===== config.mk =====
export PLATFORM = sky130hd
export DESIGN_NAME = bmm_merge
export DESIGN_NICKNAME = d
export VERILOG_FILES = /design/src/sv/bmm_pkg.sv /design/src/sv/bmm_merge.sv
export SDC_FILE = /design/constraint.sdc
export NUM_CORES = 1
export LEC_CHECK = 0
export BUFFER_PORTS_ARGS = -buffer_cell sky130_fd_sc_hd__clkbuf_2
export CAP_MARGIN = 15
export CORE_UTILIZATION = 25
export DETAILED_ROUTE_END_ITERATION = 10
export GPL_TIMING_DRIVEN = 0
export PLACE_DENSITY_LB_ADDON = 0.15
export SLEW_MARGIN = 5
export SYNTH_ARGS = -nofsm -noshare
export SYNTH_HDL_FRONTEND = slang
export SYNTH_SLANG_ARGS = --single-unit
export TNS_END_PERCENT = 10

===== constraint.sdc =====
create_clock -name vclk -period 1.4
set_clock_uncertainty 0.2 [all_clocks]
set_input_delay 0.28 -clock vclk [all_inputs]
set_output_delay 0.28 -clock vclk [all_outputs]
set_load 0.01 [all_outputs]

===== src/sv/bmm_pkg.sv =====
package bmm_pkg;

  localparam int ROW_W        = 64;
  localparam int IDX_W        = 6;
  localparam int CNT_W        = 7;
  localparam int NUM_LANES    = 8;
  localparam int LANE_W       = 8;
  localparam int LANE_IDX_W   = 3;
  localparam int DEF_MAX_LEFT  = 64;
  localparam int DEF_MAX_RIGHT = 64;
  localparam logic [CNT_W-1:0] RIGHT_COUNT_RST = 7'd64;

  typedef struct packed {
    logic [ROW_W-1:0] interest_row;
    logic             last_row;
  } in_item_t;

  typedef struct packed {
    logic [IDX_W-1:0] right_index;
    logic             is_matched;
    logic [IDX_W-1:0] left_partner;
    logic [CNT_W-1:0] matched_total;
    logic             last_result;
  } result_t;

  // One lane's finding: lowest candidate bit in its slice.
  typedef struct packed {
    logic                  found;
    logic [LANE_IDX_W-1:0] idx;
  } lane_res_t;

  // Search stack frame: left vertex and the right vertex it took.
  typedef struct packed {
    logic [IDX_W-1:0] left;
    logic [IDX_W-1:0] v;
  } frame_t;

  typedef enum logic [4:0] {
    ST_IDLE,
    ST_INIT,
    ST_ROOT,
    ST_ADJ_WAIT,
    ST_SCAN,
    ST_DECIDE,
    ST_POP_WAIT,
    ST_POP,
    ST_PUSH_WAIT,
    ST_PUSH,
    ST_FLIP_A,
    ST_FLIP_W,
    ST_FLIP_B,
    ST_NEXT,
    ST_OUT_A,
    ST_OUT_W,
    ST_OUT_B
  } state_t;

endpackage


===== src/sv/bmm_merge.sv =====
module bmm_merge
  import bmm_pkg::*;
(
  input  lane_res_t [NUM_LANES-1:0] lanes,
  output logic                      found,
  output logic [IDX_W-1:0]          v
);

  // Lowest lane with a hit wins
  always_comb begin
    found = 1'b0;
    v     = '0;
    for (int l = NUM_LANES - 1; l >= 0; l--) begin
      if (lanes[l].found) begin
        found = 1'b1;
        v     = IDX_W'(l * LANE_W) + IDX_W'(lanes[l].idx);
      end
    end
  end

endmodule


# --- Yosys cells after proc, flatten, opt, wreduce, memory -nomap -nowiden ---
# Index checks and enable logic that the tools add are counted.
word_totals:
  regBits: 0
  inputBits: 32
  word_cells: 23
op_classes:
  addsub: 7
  n_mux: 16
op_table:
  columns: ["op", "n"]
  rows:
  - ["6-bit two-way mux", 8]
  - ["5-bit by 3-bit adder with 6-bit output, first input constant", 2]
  - ["6-bit by 3-bit adder with 6-bit output, first input constant", 2]
  - ["1-bit two-way mux", 8]
  - ["5-bit by 4-bit adder with 6-bit output, first input constant", 1]
  - ["4-bit by 3-bit adder with 5-bit output, first input constant", 1]
  - ["4-bit by 4-bit adder with 5-bit output, first input constant", 1]

# --- Logic depth before layout (Yosys ltp) ---
logic_depth:
  ltp_word: 9
  ltp_mapped: 5
  mapped_depth_nobuf: 4

# --- Least setup slack after synthesis ---
# No wires, ideal clock.
synth_path:
  path_kind: "input to output"
  startpoint: "input port lanes[19] in the netlist's numbering"
  endpoint: "output port v[4]"
  arrival_ps: 970
  slack_ps: -50
  stages: 4
  path_buffers: 1
  cell_sequence: "buf_2 > nor2_1 > o21ai_0 > a21boi_0"
synth_via:
  elab_chain_cells: 5
synth_lines:
  columns: ["element", "line_no", "rtl"]
  rows:
  - ["start, declared", "bmm_merge.sv:4", "input lane_res_t [NUM_LANES-1:0] lanes,"]
  - ["6-bit two-way mux (5 in series)", "bmm_merge.sv:14", "if (lanes[l].found) begin"]
  - ["end, declared", "bmm_merge.sv:6", "output logic [IDX_W-1:0] v"]
# No other way between the ends.

# --- Worst setup path after layout ---
layout_path:
  startpoint: "input port lanes[27] in the netlist's numbering"
  endpoint: "output port v[1]"
layout_via:
  elab_chain_cells: 7
layout_lines:
  columns: ["element", "line_no"]
  rows:
  - ["6-bit two-way mux (7 in series)", "bmm_merge.sv:14"]
# No other way between the ends.

==> impl_metrics.json <==
{
  "outcome": "finished, violations left",
  "violations": "setup timing",
  "power.density_nw_per_um2": 280,
  "synthAdderAreaFrac_pct": 0,
  "slowest_stage": "a31oi_1",
  "hpwl_um": 849,
  "tightest_slew_ns": 0.351,
  "path_max_fanout": 7,
  "synth_nets": 89,
  "slew_headroom_pct": 76.4,
  "num_rows": 12,
  "area_delta_synth_final_pct": 72.5,
  "grt_start_max_net_pins": 10,
  "synth_seq_area_share_pct": 0,
  "crit_type": "in2out",
  "regArea_um2": 0,
  "synth_compound_area_share_pct": 38.1,
  "place_ws_ns": -0.260,
  "firstDrtPassIters": 4,
  "synth_commonest_cells": "nand2_1, inv_1, nor2_1",
  "irDropWorstVdd_uv": 101,
  "final_cell_area_um2": 572,
  "coreArea_um2": 1170,
  "n_sequential_cell": 0,
  "synth_mux_area_share_pct": 0,
  "fmax_mhz": 620,
  "hp-class": "in2out",
  "drt_iter0_drc": 9,
  "synth_top_area_share_pct": 12.5,
  "place_congestion": 0.713,
  "start_kind": "input pin",
  "crit_end": "v[1]",
  "placed_area_um2": 534,
  "nets": 128,
  "ctsHoldBuffers": 0,
  "grt_pass1_wl_mm": 1.48,
  "p_leak_uw": 0.000297,
  "antenna_found_initial": 0,
  "drtAntennaViolNets": 0,
  "setup.worst_path.start": "lanes[27]",
  "antenna_cells": 0,
  "portBuffers": 37,
  "setup_viol": 6,
  "io_pins": 39,
  "period_share_pct": 115,
  "route.detailed.drc": 0,
  "vias_per_cell": 4.70,
  "cpPeakStageDelay_ns": 0.18,
  "die_h_um": 38.4,
  "cap_viol_max_count": 0,
  "rsz0062_at_grt": "yes",
  "fin_crit_ns": 1.61,
  "syn_area_per_cell_um2": 5.82,
  "post_cts_buffers": 0,
  "path_cells": "clkbuf_8, nand2b_4, o211ai_1, nand3_1, a31oi_1, clkbuf_2",
  "dieWidth_um": 38.4,
  "synth_most_common_cell": "nand2_1",
  "end_kind": "primary output",
  "grt_pass1_vias": 389,
  "worst_slack_ns": -0.214,
  "synth_top_area_cell": "nand2_1",
  "initial_core_util_pct": 28.3,
  "drive_gt1_share_pct": 51.1,
  "setup_tns_ns": -1.03,
  "grt_remaining_overflow": 0,
  "crit_required_ns": 0.92,
  "slew_viol_final": 0,
  "postSynthCellCount": 57,
  "dieArea_um2": 1480,
  "arrival_ns": 1.13,
  "wirelength_um": 996,
  "yosysWarnings": 0,
  "synth_xor_xnor_area_share_pct": 0,
  "wire_per_inst_um": 9.22,
  "synth_cell_types": 23,
  "ys_top_cells_by_area": "nand2_1, a21oi_1, inv_1",
  "synth_top_family_by_area": "simple AND/OR/NAND/NOR gates",
  "synthSimpleGateAreaFrac_pct": 51.3,
  "vias": 508,
  "clock_buffers": 0,
  "netlist_area_um2": 332,
  "grt.total_usage_pct": 13.3,
  "hold_violations": 0
}
report_power, final:
group	leakage, uW	switching (uW)	internal [uW]
Sequential	0	0	0
Clock	0	0	0
Combinational	0.000297	78.8	81.0
how the worst min path moves through the flow:
stage	to	cells after the start	startpoint
floorplan	v[3]	1	lanes[3]
global placement	v[0]	4	lanes[0]
detailed placement	v[0]	4	lanes[0]
CTS	v[0]	4	lanes[0]
global route	v[0]	4	lanes[0]
finish	v[0]	4	lanes[0]
worst max-delay path, delay by kind of cell:
| family | cells | cell delay (ns) |
|---|---|---|
| buffers and inverters | 2 | 0.28 |
| AND/OR/NAND/NOR | 2 | 0.24 |
| AO/OA/AOI/OAI | 2 | 0.33 |
routing by layer:
metal / share of wire (%) / global-route usage (%)
met3: 7.8 / 0
met2: 48 / 25.4
met5: 0 / 0
met1: 44 / 17.5
met4: 0 / 0
metrics by stage:
stage / utilization, % / instances / hold WS, ns / power, uW
2_1_floorplan: - / 57 / 0.449 / 76.2
3_3_place_gp: 45.6 / 108 / 0.664 / 147
3_5_place_dp: 45.6 / 108 / 0.666 / 149
4_1_cts: 48.4 / 108 / 0.666 / 160
5_1_grt: 48.8 / 108 / 0.698 / 177
6_report: 48.8 / 108 / 0.657 / 160
cells in the final DEF (no fill, tap or decap), drive strengths merged:
cell    Yosys  routed
a21boi      1       1
a21oi       6       6
a22o        1       1
a31oi       2       2
buf         2       3
clkbuf      0      36
inv         6       6
nand2      11      11
nand2b      1       1
nand3       4       4
nand3b      2       2
nor2        7       7
nor2b       3       3
nor4        2       2
o211ai      2       2
o21ai       4       4
o221ai      1       1
o22ai       1       1
o31ai       1       1
layout make-up:
cell class | instances | area (um^2)
Buffer | 2 | 18.8
Fill cell | 140 | 599
Inverter | 6 | 22.5
Multi-Input combinational cell | 49 | 317
Tap cell | 14 | 17.5
Timing Repair Buffer | 37 | 196
kinds of logic after synthesis:
group | count (synthesis)
AO/OA/AOI/OAI | 19
AND/OR/NAND/NOR | 30
buffers and inverters | 8
timing repair:
action	4_1_cts	5_1_grt
endpoints found under the hold margin	0	0
gates resized for setup	10	3
endpoints found under the setup margin	7	7
pin swaps	7	2
Note: power is estimated with default switching activity, not from simulation.
