===== src/sv/bmm_pkg.sv =====
package bmm_pkg;

  localparam int ROW_W        = 64;
  localparam int IDX_W        = 6;
  localparam int CNT_W        = 7;
  localparam int NUM_LANES    = 8;
  localparam int LANE_W       = 8;
  localparam int LANE_IDX_W   = 3;
  localparam int DEF_MAX_LEFT  = 64;
  localparam int DEF_MAX_RIGHT = 64;
  localparam logic [CNT_W-1:0] RIGHT_COUNT_RST = 7'd64;

  typedef struct packed {
    logic [ROW_W-1:0] interest_row;
    logic             last_row;
  } in_item_t;

  typedef struct packed {
    logic [IDX_W-1:0] right_index;
    logic             is_matched;
    logic [IDX_W-1:0] left_partner;
    logic [CNT_W-1:0] matched_total;
    logic             last_result;
  } result_t;

  // One lane's finding: lowest candidate bit in its slice.
  typedef struct packed {
    logic                  found;
    logic [LANE_IDX_W-1:0] idx;
  } lane_res_t;

  // Search stack frame: left vertex and the right vertex it took.
  typedef struct packed {
    logic [IDX_W-1:0] left;
    logic [IDX_W-1:0] v;
  } frame_t;

  typedef enum logic [4:0] {
    ST_IDLE,
    ST_INIT,
    ST_ROOT,
    ST_ADJ_WAIT,
    ST_SCAN,
    ST_DECIDE,
    ST_POP_WAIT,
    ST_POP,
    ST_PUSH_WAIT,
    ST_PUSH,
    ST_FLIP_A,
    ST_FLIP_W,
    ST_FLIP_B,
    ST_NEXT,
    ST_OUT_A,
    ST_OUT_W,
    ST_OUT_B
  } state_t;

endpackage


===== src/sv/bmm_lane.sv =====
module bmm_lane
  import bmm_pkg::*;
(
  input  logic              clk,
  input  logic [LANE_W-1:0] bits,
  output lane_res_t         res
);

  lane_res_t res_next;

  // Lowest set bit of the slice
  always_comb begin
    res_next = '0;
    for (int i = LANE_W - 1; i >= 0; i--) begin
      if (bits[i]) begin
        res_next.found = 1'b1;
        res_next.idx   = LANE_IDX_W'(i);
      end
    end
  end

  always_ff @(posedge clk) begin
    res <= res_next;
  end

endmodule


===== config.mk =====
export PLATFORM = sky130hd
export DESIGN_NAME = bmm_lane
export DESIGN_NICKNAME = d
export VERILOG_FILES = /design/src/sv/bmm_pkg.sv /design/src/sv/bmm_lane.sv
export SDC_FILE = /design/constraint.sdc
export NUM_CORES = 1
export LEC_CHECK = 0
export ABC_AREA = 0
export BUFFER_PORTS_ARGS = -buffer_cell sky130_fd_sc_hd__buf_2
export CAP_MARGIN = 20
export CORE_AREA = 3 3 40 42
export DETAILED_ROUTE_END_ITERATION = 12
export DIE_AREA = 0 0 43 45
export MAX_ROUTING_LAYER = met4
export PLACE_DENSITY = 0.35
export SLEW_MARGIN = 20
export SYNTH_ARGS = -nofsm -noshare
export SYNTH_HDL_FRONTEND = slang
export SYNTH_SLANG_ARGS = --single-unit

===== constraint.sdc =====
create_clock -name clk -period 1 [get_ports clk]
set_input_delay 0.2 -clock clk [delete_from_list [all_inputs] [get_ports clk]]
set_output_delay 0.2 -clock clk [all_outputs]
set_load 0.05 [all_outputs]

### Word level (Yosys, flattened, before mapping)

Index checks and enable logic that the tools add are counted.

| word-level totals | value |
|---|---|
| flip-flop bits (word level) | 4 |

| cells by class | value |
|---|---|
| multiplexer cells | 7 |
| reduce and logical (&&, ||, !) cells | 3 |

Operators with widths:

| cell | count |
|---|---|
| 3-bit 2-to-1 mux | 3 |
| 7-bit OR reduction | 1 |
| 2-bit 2-to-1 mux | 2 |
| 4-bit 2-to-1 mux | 1 |
| 4-bit OR reduction | 1 |
| 2-bit OR reduction | 1 |
| 1-bit 2-to-1 mux | 1 |

### Longest topological paths before layout

Gate-level depths: netlist (run 1).

| logic depth | value |
|---|---|
| depth in word-level cells | 7 |
| gate-level depth with buffers | 3 |
| depth with buffers taken out | 3 |

### Worst setup path before layout (run 1)

OpenSTA, ideal clock, no wires.

| timing path | value |
|---|---|
| path type | register to output |
| start point | register res[0] (netlist name) |
| end point | output port res[0] (netlist name) |
| arrival | 0.587 ns |
| required time | 0.800 ns |
| path slack | 0.213 ns |
| cell stages (with the launch flop) | 1 |
| buffers on the path | 0 |
| path through | dfxtp_1 |

RTL lines:

| what | line | text |
|---|---|---|
| from (decl) | bmm_lane.sv:6 | `output lane_res_t res` |
| from (signal assigned) | bmm_lane.sv:23 | `res <= res_next;` |

No word-level cell between the ends.

### Worst setup path after layout (run 1)

| timing path | value |
|---|---|
| start point | register res[3] (netlist name) |
| end point | output port res[3] (netlist name) |

No word-level cell between the ends.

==> results of run 1 <==
==> report_power, final <==
group,internal (uW),switching (uW)
logic,28.7,49.4
clock network,134,63.8
registers,168,1.53
==> layout make-up <==
| class | count | area share |
|---|---|---|
| multi-input cells | 12 | 0.2798 |
| clock buffers | 3 | 0.08257 |
| repair buffers | 12 | 0.2477 |
| flip-flops and latches | 4 | 0.2936 |
| inverters | 2 | 0.02752 |
| well taps | 15 | 0.06881 |
==> Yosys cell counts <==
cell type	count
dfxtp_1	4
a21oi_1	2
nor4_2	1
nor3b_1	1
nor2_1	3
o21ai_0	1
and3b_1	1
nand3_1	1
a21boi_0	1
inv_1	2
o41ai_1	1
==> logic make-up (layout without fill, tap and decap cells) <==
family          count (synthesis)  in the layout  share of synthesized area
flops                           4              4                     0.4886
buf+inv                         2             17                    0.04582
compound gates                  5              5                     0.1908
simple gates                    7              7                     0.2748
==> timing repair <==
item,4_1_cts,5_1_grt
hold buffers,0,0
gates resized for setup,0,3
setup endpoints to repair,0,3
==> worst max-delay path by stage <==
stage	to	slack, ns	cells after the start
2_1_floorplan	res[0]	0.21	0
3_3_place_gp	res[2]$_SDFF_PP0_	0.08	3
3_5_place_dp	res[2]$_SDFF_PP0_	0.06	3
4_1_cts	res[2]	0.003	1
5_1_grt	res[3]	0.007	1
6_report	res[3]	0.03	1
==> per-layer routing <==
metal	share of wire	routed length, microns
met5	0	0
met4	0.042	17
met3	0.20	81
met2	0.31	126
met1	0.44	176
==> stage by stage <==
stage          hold slack, ns    util
2_1_floorplan          0.3001       -
3_3_place_gp           0.4363  0.1889
3_5_place_dp           0.4461  0.1889
4_1_cts                0.2016  0.2064
5_1_grt                0.2106  0.2123
6_report               0.2074  0.2123
==> impl_metrics.json, run 1 <==
{
  "status": "complete, no violations",
  "synth-seq-area-share": 0.4885,
  "wl_microns": 402,
  "grtUsageMet1": 0.05327,
  "synthTopCellsByArea": "dfxtp_1, nor4_2, nor2_1",
  "max_freq_mhz": 1029,
  "ioPinCount": 13,
  "seq_area_sq_um": 80.08,
  "overflow": 0,
  "multiInputGateArea_sq_um": 76.32,
  "hp-start": "bits[2]",
  "power.total_uw": 445.2,
  "mostFrequentLayoutCell": "buf_2",
  "end_kind": "output port",
  "ir_drop_mv": 0.2186,
  "cellPowerDensity_nw_per_um2": 1632,
  "grt_max_degree": 5,
  "reg_top3": "res (4)",
  "io_buffers": 12,
  "clockRootBuffer": "clkbuf_4",
  "final_cell_mix": "buf_2, clkbuf_4, dfxtp_1, nor2_1",
  "num_antenna_cells": 0,
  "cts_tree": "done",
  "drive_above_1_share": 0.4848,
  "grt_antenna_before_repair": 0,
  "drt-initial-drc-count": 2,
  "critPathTopFamily": "flip-flops",
  "crit_buf_inv": 1,
  "clkSlewWorstSetupHoldPaths_ns": 0.04,
  "ys_warn_count": 0,
  "layout.nets": 44,
  "min_to": "res[0]$_SDFF_PP0_",
  "finalCritPeriodShare": 0.9715,
  "grt_use_total": 0.05412,
  "rsz0062_at_grt": "false",
  "hold_viol": 0,
  "p_leak_uw": 0.0001274,
  "syn_area_sq_um": 163.9,
  "cts.sinks": 4,
  "start_util": 0.1276,
  "worst_slack_ns": 0.02846,
  "fin_crit_ns": 0.9715,
  "finalSetupTns_ns": 0,
  "hpwl_microns": 327.8,
  "cp-start-kind": "register",
  "setup_viol": 0,
  "place_congestion": 0.6721,
  "synth_fp_nets": 27,
  "crit_type": "register to output port",
  "required_ns": 0.80,
  "die-width_microns": 43,
  "drtPass1Iterations": 2,
  "crit_fanout": 1,
  "startpoint": "res[3]$_SDFF_PP1_",
  "holdPathStages": 2,
  "maxSlewHeadroom": 0.7750,
  "layout.cells.non_filler": 48,
  "timing.max_cap.violations": 0,
  "route.vias.total": 190,
  "viasPerCell": 3.958,
  "maxSlewViolCount": 0,
  "cp.arrival_ns": 0.77,
  "cpPeakStageDelay_ns": 0.29,
  "path_cells": "buf_2",
  "hold_path_class": "input pin to register",
  "rows": 13,
  "use_met3": 0.02390,
  "die_y_microns": 45,
  "largest_register": "res",
  "post-place-ws_ns": 0.06207,
  "cts_buffer_depth": 2,
  "grt-busiest-layer": "met4",
  "syn2layout_area_growth_pct": 66.41,
  "cts_buffers": 3,
  "place_area_sq_um": 242.7,
  "die_area_sq_um": 1935,
  "grt_pass1_vias": 164,
  "place_inst": 45,
  "fillers": 143,
  "grtUsageMet2": 0.05988,
  "cts_max_level": 1,
  "ant_nets": 0,
  "largest_register_ffs": 4,
  "syn_inst": 18,
  "post-cts-setup-buffers": 0,
  "final_cell_area_sq_um": 272.8,
  "worst-slew-pin-transition_ns": 0.3332,
  "grt_pass1_wl_microns": 648,
  "ys_seq_elements": 4,
  "syn_avg_cell_area_sq_um": 9.106,
  "synth_cell_type_count": 11,
  "wire_per_inst_microns": 8.375,
  "drc": 0,
  "worst_path_max_delay_cell": "dfxtp_1",
  "synth_top_area_cell": "dfxtp_1",
  "synth.top_cell.area_share": 0.4885,
  "core_sq_um": 1285
}
Power figures use the tool's default switching activity.
==> run 2: changes to the inputs <==
- CTS_BUF_LIST: unset -> sky130_fd_sc_hd__clkbuf_2 sky130_fd_sc_hd__clkbuf_4 sky130_fd_sc_hd__clkbuf_8
- clock period: 1 -> 1.2 ns (I/O delays scaled with it)
==> run 2 against run 1 <==
Against the previous run:
- critical endpoint is now res[1]
- highest routed layer is now met3
- worst setup slack improved by 0.16 ns
- die area did not move
- count of clock-buffer cells in the layout did not move
- sequential power fell by 17%
- flip-flop and latch count did not move
- clock power fell by 19%
- non-clock buffer count did not move
- sequential share of layout area rose by 0.83 points
- utilization fell by 0.58 points
- critical path depth did not move
- final cell count did not move
==> impl_metrics.json, run 2 (synthesized netlist as in run 1, its figures left out) <==
{
  "status": "complete, no violations",
  "drtPass1Iterations": 1,
  "maxSlewViolCount": 0,
  "core_sq_um": 1285,
  "clkSlewWorstSetupHoldPaths_ns": 0.04,
  "cts_buffer_depth": 2,
  "die_area_sq_um": 1935,
  "overflow": 0,
  "critPathTopFamily": "flip-flops",
  "grt_pass1_vias": 182,
  "cpPeakStageDelay_ns": 0.30,
  "layout.nets": 44,
  "grt_max_degree": 5,
  "worst-slew-pin-transition_ns": 0.3099,
  "syn2layout_area_growth_pct": 61.83,
  "final_cell_mix": "buf_2, dfxtp_1, nor2_1, clkbuf_4",
  "cts.sinks": 4,
  "crit_buf_inv": 1,
  "maxSlewHeadroom": 0.7907,
  "io_buffers": 12,
  "hold_viol": 0,
  "num_antenna_cells": 0,
  "crit_fanout": 1,
  "reg_top3": "res (4)",
  "cts_tree": "done",
  "finalSetupTns_ns": 0,
  "crit_type": "register to output port",
  "viasPerCell": 3.708,
  "wire_per_inst_microns": 8.271,
  "die-width_microns": 43,
  "p_leak_uw": 0.0001278,
  "worst_path_max_delay_cell": "dfxtp_1",
  "rsz0062_at_grt": "false",
  "grt_pass1_wl_microns": 634,
  "die_y_microns": 45,
  "cellPowerDensity_nw_per_um2": 1372,
  "fin_crit_ns": 1.015,
  "ant_nets": 0,
  "required_ns": 0.96,
  "route.vias.total": 178,
  "grt_antenna_before_repair": 0,
  "setup_viol": 0,
  "grt_use_total": 0.05150,
  "ioPinCount": 13,
  "drt-initial-drc-count": 0,
  "cp.arrival_ns": 0.78,
  "postCtsHoldBufs": 0,
  "hold_path_class": "input pin to register",
  "fillers": 144,
  "wl_microns": 397,
  "largest_register": "res",
  "max_freq_mhz": 985.0,
  "end_kind": "output port",
  "drive_above_1_share": 0.4848,
  "drc": 0,
  "cp-start-kind": "register",
  "ir_drop_mv": 0.2176,
  "finalCritPeriodShare": 0.8461,
  "clockRootBuffer": "clkbuf_4",
  "place_congestion": 0.6626,
  "power.total_uw": 363.9,
  "start_util": 0.1276,
  "timing.max_cap.violations": 0,
  "cts_buffers": 3,
  "largest_register_ffs": 4,
  "mostFrequentLayoutCell": "buf_2",
  "rows": 13,
  "post-cts-setup-buffers": 0,
  "path_cells": "buf_2",
  "cts_max_level": 1,
  "cts_resized": 0
}
[run 2: changes by cell type in the layout (fill, tap and decap cells not counted)]
cell,before,now
buf_2,9,12
clkbuf_4,6,3
[run 2: stage by stage]
stage,cells,instance area [sq um],util,worst slack [ns],hold WS (ns)
2_1_floorplan,18,163.9,-,0.3727,0.3401
3_3_place_gp,45,242.7,0.1889,0.2370,0.4765
3_5_place_dp,45,242.7,0.1889,0.2224,0.4861
4_1_cts,48,265.3,0.2064,0.1667,0.2401
5_1_grt,48,265.3,0.2064,0.1445,0.2476
6_report,48,265.3,0.2064,0.1847,0.2498
[run 2: routing by layer]
metal / wire, microns / global-route usage / share of wire
met1: 175 / 0.04589 / 0.44
met2: 144 / 0.06587 / 0.36
met3: 76 / 0.02789 / 0.19
met4: 0 / 0.07229 / 0
met5: 0 / - / 0
[run 2: path summary, 6_finish.rpt]
check,slack (ns),cells past startpoint,from,to
min,0.25,3,bits[1],res[3]$_SDFF_PP1_
max,0.18,1,res[1]$_SDFF_PP0_,res[1]
[run 2: where the power goes]
group | internal (uW) | leakage (uW) | switching, uW
clock network | 111 | 0.0000138 | 49.3
registers | 140 | 0.0000329 | 1.18
logic | 21.2 | 0.0000811 | 41.0
[run 2: tightest hold or removal path, stage by stage]
cell and delay, ns:
buf_2 0.09, nor2_1 0.06, nand3_1 0.06
[run 2: final cells by class]
type                            instances  area (sq um)  area share
Tap cell                               15         18.77     0.07075
Multi-Input combinational cell         12         76.32      0.2877
Sequential cell                         4         80.08      0.3019
Timing Repair Buffer                   12         60.06      0.2264
Clock buffer                            3         22.52     0.08491
Inverter                                2         7.507     0.02830
